File: src/sv/hxp_ram.sv
// Generic simple dual-port RAM with registered read.
module hxp_ram #(
   parameter int WIDTH = 8,
   parameter int DEPTH = 16
) (
   input  logic                                   clock,
   input  logic                                   wr_en,
   input  logic [(DEPTH > 1 ? $clog2(DEPTH) : 1)-1:0] wr_addr,
   input  logic [WIDTH-1:0]                       wr_data,
   input  logic                                   rd_en,
   input  logic [(DEPTH > 1 ? $clog2(DEPTH) : 1)-1:0] rd_addr,
   output logic [WIDTH-1:0]                       rd_data
);

   logic [WIDTH-1:0] mem_ff [DEPTH];
   logic [WIDTH-1:0] rd_data_ff;

   always_ff @(posedge clock) begin
      if (wr_en) begin
         mem_ff[wr_addr] <= wr_data;
      end
      if (rd_en) begin
         rd_data_ff <= mem_ff[rd_addr];
      end
   end

   assign rd_data = rd_data_ff;

endmodule

File: config.mk
export PLATFORM = sky130hd
export DESIGN_NAME = hxp_ram
export DESIGN_NICKNAME = d
export VERILOG_FILES = /design/src/sv/hxp_ram.sv
export SDC_FILE = /design/constraint.sdc
export NUM_CORES = 1
export LEC_CHECK = 0
export BUFFER_PORTS_ARGS = -buffer_cell sky130_fd_sc_hd__buf_2
export CAP_MARGIN = 20
export CORE_MARGIN = 2
export CORE_UTILIZATION = 61
export CTS_BUF_LIST = sky130_fd_sc_hd__clkbuf_4 sky130_fd_sc_hd__clkbuf_8
export CTS_CLUSTER_SIZE = 24
export DETAILED_ROUTE_END_ITERATION = 8
export HOLD_SLACK_MARGIN = 0.03
export PLACE_DENSITY_LB_ADDON = 0.3
export SLEW_MARGIN = 20
export SYNTH_ARGS = -nofsm -noshare
export SYNTH_HDL_FRONTEND = slang
export SYNTH_SLANG_ARGS = --single-unit
File: constraint.sdc
create_clock -name clock -period 1.7 [get_ports clock]
set_input_delay 0 -clock clock [delete_from_list [all_inputs] [get_ports clock]]
set_output_delay 0 -clock clock [all_outputs]
set_load 0.02 [all_outputs]
# Word level (Yosys, flattened, before mapping)
# Memories as Yosys holds them, arrays and structs flattened. A register that Yosys moved wholly into a read port is not among the register bits.
# Index checks and enable logic that the tools add are counted.
totals:
  mem_count: 1
  input_bits: 19
  reg_bits: 0
  ramBits: 128
  elab_cells: 3
  output_inout_bits: 8
op_classes:
  muxes: 2
mem_list:
  columns: ["name", "words", "width", "read_ports", "rd_clocked_by_memory_dff", "write_ports", "line_no", "text"]
  rows:
  - ["mem_ff", 16, 8, 1, 1, 1, "15", "logic [WIDTH-1:0] mem_ff [DEPTH];"]
op_table:
  columns: ["op", "count"]
  rows:
  - ["2-to-1 mux 1 bit", 2]

# Longest topological paths before layout
# Gate-level depths: netlist of the first run.
logic_depth:
  depth_word: 2
  depth_mapped: 5
  mapped_depth_nobuf: 3

# Worst setup path before layout of the first run
# No wires, ideal clock.
synth_timing:
  path_kind: "input-to-reg"
  from: "input wr_addr[2] (netlist name)"
  to: "memory mem_ff[0][0] (enable)"
  n_path_buf: 0
  setup_time_ps: 383
  required_time_ps: 1317
  cell_stages: 2
  setup_slack_ps: 207
  arrival_ps: 1110
  path_cell_list: "or3b_2 nor3_1"
synth_rtl:
  columns: ["item", "line_no", "text"]
  rows:
  - ["start, declared", "8", "input logic [(DEPTH > 1 ? $clog2(DEPTH) : 1)-1:0] wr_addr,"]
  - ["end, declared", "15", null]
# Straight into the memory's write port.

==> results of run 1 <==
==> flip-flops by register name, indices dropped and copies added (netlist names) <==
register / count
mem_ff: 128
rd_data: 8
==> timing repair <==
item | in CTS | in global routing
hold buffers | 9 | 0
resized for setup | 0 | 0
endpoints found under the hold margin | 136 | 0
==> cells in the final DEF, fill, tap and decap left out, types with 2 or more instances in the layout <==
master	instances
a22oi_1	16
buf_12	3
buf_2	26
buf_4	23
bufinv_16	4
clkbuf_4	3
clkbuf_8	17
clkinv_1	3
clkinv_2	3
dlygate4sd3_1	9
edfxtp_1	136
mux4_1	14
mux4_2	18
nand2_1	9
nand2b_1	2
nand3b_1	2
nor2_1	13
nor3_1	4
==> cells in the mapped netlist, drive strengths merged <==
master	count	area (µm²)
buf	7	56.3
a22oi	16	120
nand3b	2	15.0
nor2	13	48.8
clkdlybuf4s25	3	30.0
nor2b	1	6.26
nand3	1	5.00
edfxtp	136	4080
nand2b	2	12.5
nand2	9	33.8
and2b	1	7.51
or3b	1	8.76
and2	1	6.26
mux4	32	773
nor3	4	20.0
==> kinds of logic (layout without fill, tap and decap cells) <==
group | after synthesis | after routing
and+or+nand+nor | 35 | 35
muxes | 32 | 32
AOI/OAI and AO/OA | 16 | 16
DFF | 136 | 136
buffers and inverters | 10 | 92
==> area by class of cell <==
type                    count  area (µm²)
repair buffers             61         453
multi-input cells          83        1060
well taps                 105         131
flip-flops and latches    136        4080
fillers                   468        2120
clock inverters            11         155
clock buffers              20         256
==> worst reg2reg max path: stages, from the launching register on <==
cell      delay [ns]
edfxtp_1        0.37
mux4_2          0.50
a22oi_1         0.35
nand2_1         0.13
==> per-layer routing <==
metal	global-route usage (%)	up-vias	share of wire, %	routed length [µm]
met5	0	-	0	0
met4	10.1	0	1.8	172
met3	7.53	14	7.4	719
met2	35.8	107	50	4830
met1	32.0	1301	41	3990
li1	-	1118	-	-
==> worst paths after layout <==
kind,start,end,slack [ns],depth (start not counted)
min reg2reg,mem_ff[12][4],rd_data[4],0.76,3
min,wr_addr[3],mem_ff[2][0],0.09,3
max reg2reg,mem_ff[3][6],rd_data[6],0.08,3
max,mem_ff[3][6],rd_data[6],0.08,3
==> power by group through the flow <==
stage	clock [mW]	combinational (mW)	sequential, mW
CTS	2.75	0.391	3.79
global route	2.90	0.423	3.80
global placement	0	0.364	3.86
detailed placement	0	0.373	3.87
finish	2.72	0.389	3.79
floorplan	0	0.191	3.88
==> flow_metrics.env, run 1 <==
export IMPL_outcome="complete, no violations"
export IMPL_yosysSeqAreaShare_pct=78.1
export IMPL_drv_cap=0
export IMPL_syn_nets=248
export IMPL_cts_setup_buffers=0
export IMPL_syn_to_final_growth_pct=17.4
export IMPL_hold_viol_final=0
export IMPL_place_inst=376
export IMPL_numCtsBuffers=17
export IMPL_htree_num_levels=4
export IMPL_synth_avg_cell_area_um2=22.8
export IMPL_rsz0062_at_grt="no"
export IMPL_critical_path_buf_inv_count=0
export IMPL_syn_inst=229
export IMPL_grt_pass1_wl_um=14400
export IMPL_grt_usage_pct=23.5
export IMPL_die_x_um=96.6
export IMPL_wl_um=9710
export IMPL_clock_sinks=136
export IMPL_instances_no_fill=416
export IMPL_pwr_share_comb_pct=5.6
export IMPL_drtAntennaViolNets=0
export IMPL_drc=0
export IMPL_fin_area_um2=6140
export IMPL_cp_required_ns=1.86
export IMPL_p_seq_share_pct=55.0
export IMPL_drv_slew=0
export IMPL_grt_max_degree=18
export IMPL_leakage_nw=2.11
export IMPL_arrival_ns=1.78
export IMPL_synth_distinct_cells=18
export IMPL_place_area_um2=5640
export IMPL_max_freq_ghz=0.617
export IMPL_setup_tns_ns=0
export IMPL_power_density_nw_per_um2=1120
export IMPL_synth_simple_area_share_pct=3.14
export IMPL_layout_setup_ws_ns=0.0804
export IMPL_grt_ovfl_total=0
export IMPL_vias=2540
export IMPL_clock_latency_ns=0.43
export IMPL_io_buffers=26
export IMPL_clockBufferDepth=2
export IMPL_startpoint_type="flop"
export IMPL_crit_type="reg -> reg"
export IMPL_place_ws_ns=0.131
export IMPL_dr_first_iter_drc_count=144
export IMPL_clock_power_share_pct=39.4
export IMPL_endpoint_kind="flop"
export IMPL_finalCritPeriodShare_pct=95.3
export IMPL_synth_compound_area_share_pct=2.30
export IMPL_max_stage_delay_ns=0.50
export IMPL_skew_ns=0.0112
export IMPL_crit_path_cell_trace="mux4_2, a22oi_1, nand2_1"
export IMPL_synth_seq_cells=136
export IMPL_die_h_um=96.6
export IMPL_peakVddDrop_mv=0.876
export IMPL_yosys_area_share_adder_pct=0
export IMPL_clk_pin_slew_ns=0.07
export IMPL_fin_crit_ns=1.62
export IMPL_dp_hpwl_um=6180
export IMPL_via_per_inst=6.11
export IMPL_maxSlewHeadroom_pct=72.0
export IMPL_yosys_warnings=0
export IMPL_critPathMaxFanout=1
export IMPL_clockRootBuffer="clkbuf_8"
export IMPL_cts_tree="built"
export IMPL_tightestPinTransition_ns=0.420
export IMPL_antenna_found_initial=0
export IMPL_power_share_switching_pct=19.4
export IMPL_p_total_mw=6.90
export IMPL_fin_util_pct=74.3
export IMPL_dr_pass1_iters=6
export IMPL_avgRoutedWirePerCell_um=23.3
export IMPL_synth_xor_area_share_pct=0
export IMPL_p_switching_mw=1.34
export IMPL_synth_top_family_by_area="multiplexers"
export IMPL_hold_path_class="in -> reg"
export IMPL_globalplace_congestion=0.789
export IMPL_holdWs_ns=0.0882
export IMPL_grt_pass1_vias=2512
export IMPL_core_area_um2=8260
export IMPL_setup_violations=0
export IMPL_dieArea_um2=9330
export IMPL_antenna_cells=0
export IMPL_ioPinCount=27
export IMPL_synth_mux_area_share_pct=14.8
export IMPL_nets=318
export IMPL_crit_family="multiplexers"
export IMPL_fp_row_count=33
export IMPL_netlist_area_um2=5230
export IMPL_crit_slowest_cell="mux4_2"
export IMPL_drive_above_1_share_pct=31.8
export IMPL_p_int_mw=5.56
export IMPL_start_util_pct=63.3
Note: power is estimated with default switching activity, not from simulation.
==> inputs of run 2 (changes only) <==
GPL_ROUTABILITY_DRIVEN = 0   (was default)
REMOVE_ABC_BUFFERS = 1   (was default)
==> flow_metrics.env, run 2 (synthesis gave the netlist of run 1 again) <==
export IMPL_dr_pass1_iters=5
export IMPL_cts_tree="built"
export IMPL_outcome="complete, no violations"
export IMPL_dieArea_um2=9330
export IMPL_crit_type="reg -> reg"
export IMPL_layout_commonest_cell="edfxtp_1"
export IMPL_crit_end="rd_data[0]"
export IMPL_drv_cap=0
export IMPL_clock_sinks=136
export IMPL_drc=0
export IMPL_arrival_ns=1.73
export IMPL_avgRoutedWirePerCell_um=24.5
export IMPL_startpoint_type="flop"
export IMPL_fin_area_um2=6160
export IMPL_core_area_um2=8260
export IMPL_antenna_found_initial=0
export IMPL_skew_ns=0.0121
export IMPL_start_util_pct=63.3
export IMPL_place_inst=371
export IMPL_grt_max_degree=33
export IMPL_wl_um=10100
export IMPL_r2r_setup_slack_ns=0.14
export IMPL_grt_ovfl_total=0
export IMPL_r2r_end="rd_data[0]"
export IMPL_dr_first_iter_drc_count=302
export IMPL_setup_violations=0
export IMPL_fp_row_count=33
export IMPL_die_h_um=96.6
export IMPL_tightestPinTransition_ns=0.391
export IMPL_endpoint_kind="flop"
export IMPL_maxSlewHeadroom_pct=73.9
export IMPL_ioPinCount=27
export IMPL_max_freq_ghz=0.639
export IMPL_hold_viol_final=0
export IMPL_setup_tns_ns=0
export IMPL_power_density_nw_per_um2=1180
export IMPL_drv_slew=0
export IMPL_finalCritPeriodShare_pct=92.0
export IMPL_io_buffers=26
export IMPL_leakage_nw=2.10
export IMPL_crit_start="mem_ff[2][0]"
export IMPL_syn_to_final_growth_pct=17.9
export IMPL_grt_pass1_vias=2595
export IMPL_instances_no_fill=412
export IMPL_vias=2519
export IMPL_r2r_cells=3
export IMPL_place_area_um2=5600
export IMPL_regMostFlops="mem_ff"
export IMPL_critPathMaxFanout=1
export IMPL_die_x_um=96.6
export IMPL_nFillCells=450
export IMPL_fin_crit_ns=1.56
export IMPL_r2r_start="mem_ff[2][0]"
export IMPL_largest_reg_flops=128
export IMPL_drtAntennaViolNets=0
export IMPL_clock_latency_ns=0.42
export IMPL_antenna_cells=0
export IMPL_drive_above_1_share_pct=31.3
export IMPL_layout_common_cells="edfxtp_1, buf_2, mux4_2, buf_4, clkbuf_8"
export IMPL_cts_setup_buffers=0
export IMPL_hold_path_class="in -> reg"
export IMPL_via_per_inst=6.11
export IMPL_rsz0062_at_grt="no"
export IMPL_clockBufferDepth=2
export IMPL_dp_hpwl_um=6120
export IMPL_nets=313
export IMPL_grt_usage_pct=24.2
export IMPL_peakVddDrop_mv=0.716
export IMPL_clk_pin_slew_ns=0.08
export IMPL_grt_pass1_wl_um=15100
export IMPL_numCtsBuffers=17
export IMPL_htree_num_levels=4
export IMPL_clockRootBuffer="clkbuf_8"
export IMPL_cp_required_ns=1.86
-- run 2: through the flow --
stage / total power [mW] / hold slack, ns / utilization (%) / worst slack (ns)
detailed placement: 4.23 / 0.375 / 67.8 / 0.161
finish: 7.27 / 0.137 / 74.6 / 0.135
CTS: 7.31 / 0.107 / 74.6 / 0.168
global route: 7.49 / 0.140 / 74.6 / 0.0969
global placement: 4.22 / 0.372 / 67.8 / 0.165
floorplan: 4.03 / 0.0989 / - / 0.207
-- run 2: final cells by class --
| type | count | area [µm²] | area share [%] |
|---|---|---|---|
| timing repair buffer | 56 | 415 | 6.74 |
| sequential | 136 | 4080 | 66.3 |
| tap | 105 | 131 | 2.13 |
| clock buffer | 19 | 249 | 4.04 |
| clock inverter | 13 | 225 | 3.65 |
| multi-input combinational | 83 | 1060 | 17.2 |
-- run 2: power by group --
part / switching, mW / internal, mW / total, mW
Combinational: 0.214 / 0.168 / 0.381
Sequential: 0.0231 / 3.77 / 3.80
Clock: 1.17 / 1.92 / 3.09
Total: 1.40 / 5.86 / 7.27
-- run 2: worst min path at each step --
stage / to / slack (ns) / depth (start not counted) / startpoint
finish: mem_ff[12][2] / 0.14 / 3 / wr_addr[0]
floorplan: mem_ff[0][0] / 0.1 / 0 / wr_data[0]
detailed placement: rd_data[6] / 0.38 / 1 / rd_en
global placement: rd_data[6] / 0.37 / 1 / rd_en
CTS: mem_ff[8][6] / 0.11 / 3 / wr_addr[0]
global route: mem_ff[4][2] / 0.14 / 3 / wr_addr[0]
-- run 2: routing by layer --
| metal | GRT usage (%) | wire (µm) | up-vias |
|---|---|---|---|
| met4 | 8.45 | 144 | 0 |
| met5 | 0 | 0 | - |
| met1 | 33.5 | 4060 | 1276 |
| met3 | 7.06 | 800 | 10 |
| li1 | - | - | 1108 |
| met2 | 37.7 | 5090 | 125 |
-- run 2: what timing repair did --
action                                  4_1_cts  5_1_grt
endpoints found under the setup margin        0        0
hold buffers                                  9        0
resized for setup                             0        0
endpoints found under the hold margin       136        0
-- run 2: critical path, cell delays in order (launching register included) --
cell      delay (ns)
edfxtp_1        0.38
mux4_1          0.49
a22oi_1         0.34
nand2_1         0.10
==> inputs of run 3 (changes only) <==
CORE_UTILIZATION = 60   (was 61)
CTS_BUF_LIST = sky130_fd_sc_hd__clkbuf_8 sky130_fd_sc_hd__clkbuf_16   (was sky130_fd_sc_hd__clkbuf_4 sky130_fd_sc_hd__clkbuf_8)
==> flow_metrics.env, run 3 (synthesis gave the netlist of run 1 again) <==
export IMPL_grt_usage_pct=25.1
export IMPL_io_buffers=26
export IMPL_fin_crit_ns=1.57
export IMPL_crit_type="reg -> reg"
export IMPL_dr_first_iter_drc_count=233
export IMPL_clock_latency_ns=0.52
export IMPL_hold_path_class="in -> reg"
export IMPL_setup_tns_ns=0
export IMPL_r2r_start="mem_ff[11][7]"
export IMPL_die_x_um=97.3
export IMPL_max_freq_ghz=0.638
export IMPL_fp_row_count=34
export IMPL_r2r_cells=3
export IMPL_largest_reg_flops=128
export IMPL_rsz0062_at_grt="no"
export IMPL_dp_hpwl_um=5950
export IMPL_clock_sinks=136
export IMPL_grt_ovfl_total=0
export IMPL_min_delay_start="wr_addr[3]"
export IMPL_cts_setup_buffers=0
export IMPL_outcome="complete, no violations"
export IMPL_numCtsBuffers=17
export IMPL_avgRoutedWirePerCell_um=25.5
export IMPL_layout_common_cells="edfxtp_1, buf_2, buf_4"
export IMPL_cts_tree="built"
export IMPL_max_stage_delay_ns=0.49
export IMPL_place_inst=374
export IMPL_regArea_um2=4080
export IMPL_maxSlewHeadroom_pct=73.6
export IMPL_cp_required_ns=1.95
export IMPL_via_per_inst=6.10
export IMPL_start_util_pct=60.8
export IMPL_nFillCells=479
export IMPL_clockRootBuffer="clkbuf_8"
export IMPL_nets=316
export IMPL_ctsResizeCount=0
export IMPL_finalCritPeriodShare_pct=92.1
export IMPL_layout_commonest_cell="edfxtp_1"
export IMPL_dieArea_um2=9480
export IMPL_power_density_nw_per_um2=1270
export IMPL_vias=2551
export IMPL_clk_pin_slew_ns=0.06
export IMPL_hold_viol_final=0
export IMPL_startpoint_type="flop"
export IMPL_drv_cap=0
export IMPL_grt_pass1_wl_um=16400
export IMPL_ioPinCount=27
export IMPL_antenna_found_initial=0
export IMPL_leakage_nw=2.18
export IMPL_htree_num_levels=4
export IMPL_die_h_um=97.3
export IMPL_crit_slowest_cell="mux4_2"
export IMPL_dr_pass1_iters=4
export IMPL_tightestPinTransition_ns=0.396
export IMPL_antenna_cells=0
export IMPL_wl_um=10700
export IMPL_drv_slew=0
export IMPL_crit_start="mem_ff[11][7]"
export IMPL_instances_no_fill=418
export IMPL_drive_above_1_share_pct=30.6
export IMPL_critPathMaxFanout=1
export IMPL_crit_path_cell_trace="mux4_2, a22oi_1, nand2_1"
export IMPL_multi_input_area_um2=1060
export IMPL_setup_violations=0
export IMPL_syn_to_final_growth_pct=21.2
export IMPL_regMostFlops="mem_ff"
export IMPL_peakVddDrop_mv=0.794
export IMPL_endpoint_kind="flop"
export IMPL_min_delay_path_depth=4
export IMPL_grt_max_degree=33
export IMPL_drc=0
export IMPL_grt_pass1_vias=2678
export IMPL_core_area_um2=8590
export IMPL_postCtsHoldBufs=12
export IMPL_clockBufferDepth=2
export IMPL_drtAntennaViolNets=0
export IMPL_arrival_ns=1.81
export IMPL_skew_ns=0.0116
run 3: changes by cell type in the layout (fill, tap and decap cells not counted), sizes merged:
cell         before  now
inv               1    2
clkbuf           19   17
dlygate4sd3       9   12
bufinv            6    5
clkinvlp          2    4
run 3: final cells by class:
cell class / instances / share of cell area (%)
multi-input combinational: 83 / 16.7
clock inverter: 15 / 3.32
sequential: 136 / 64.5
tap: 108 / 2.13
timing repair buffer: 59 / 6.84
clock buffer: 17 / 6.54
run 3: layer usage:
metal / vias to the layer above / track usage, % / routed length (µm)
met5: - / 0 / 0
met4: 0 / 10.1 / 197
met3: 13 / 8.49 / 939
met2: 123 / 37.7 / 5450
met1: 1296 / 34.6 / 4070
li1: 1119 / - / -
run 3: worst max-delay path: cells and delay by family (launching register included):
kind	cells	cell delay, ns
AO/OA/AOI/OAI	1	0.32
AND/OR/NAND/NOR	1	0.11
multiplexers	1	0.49
flip-flops	1	0.39
run 3: report_power, final:
part	switching [mW]	leakage (nW)	internal, mW
Sequential	0.0233	1.24	3.78
Clock	1.34	0.300	2.51
Combinational	0.216	0.646	0.168
Total	1.58	2.18	6.45
run 3: metrics by stage:
| step | power, mW | area (µm²) | hold slack (ns) | utilization (%) | setup WS [ns] |
|---|---|---|---|---|---|
| CTS | 8.07 | 6330 | 0.101 | 73.7 | 0.144 |
| global placement | 4.22 | 5590 | 0.377 | 65.0 | 0.140 |
| finish | 8.03 | 6330 | 0.126 | 73.7 | 0.134 |
| global route | 8.24 | 6330 | 0.140 | 73.7 | 0.0919 |
| floorplan | 4.03 | 5140 | 0.0989 | - | 0.207 |
| detailed placement | 4.23 | 5590 | 0.380 | 65.0 | 0.139 |
run 3: final timing paths:
kind / to / slack [ns]
min: mem_ff[2][6] / 0.13
max: rd_data[7] / 0.13
min reg2reg: rd_data[2] / 0.76
max reg2reg: rd_data[7] / 0.13
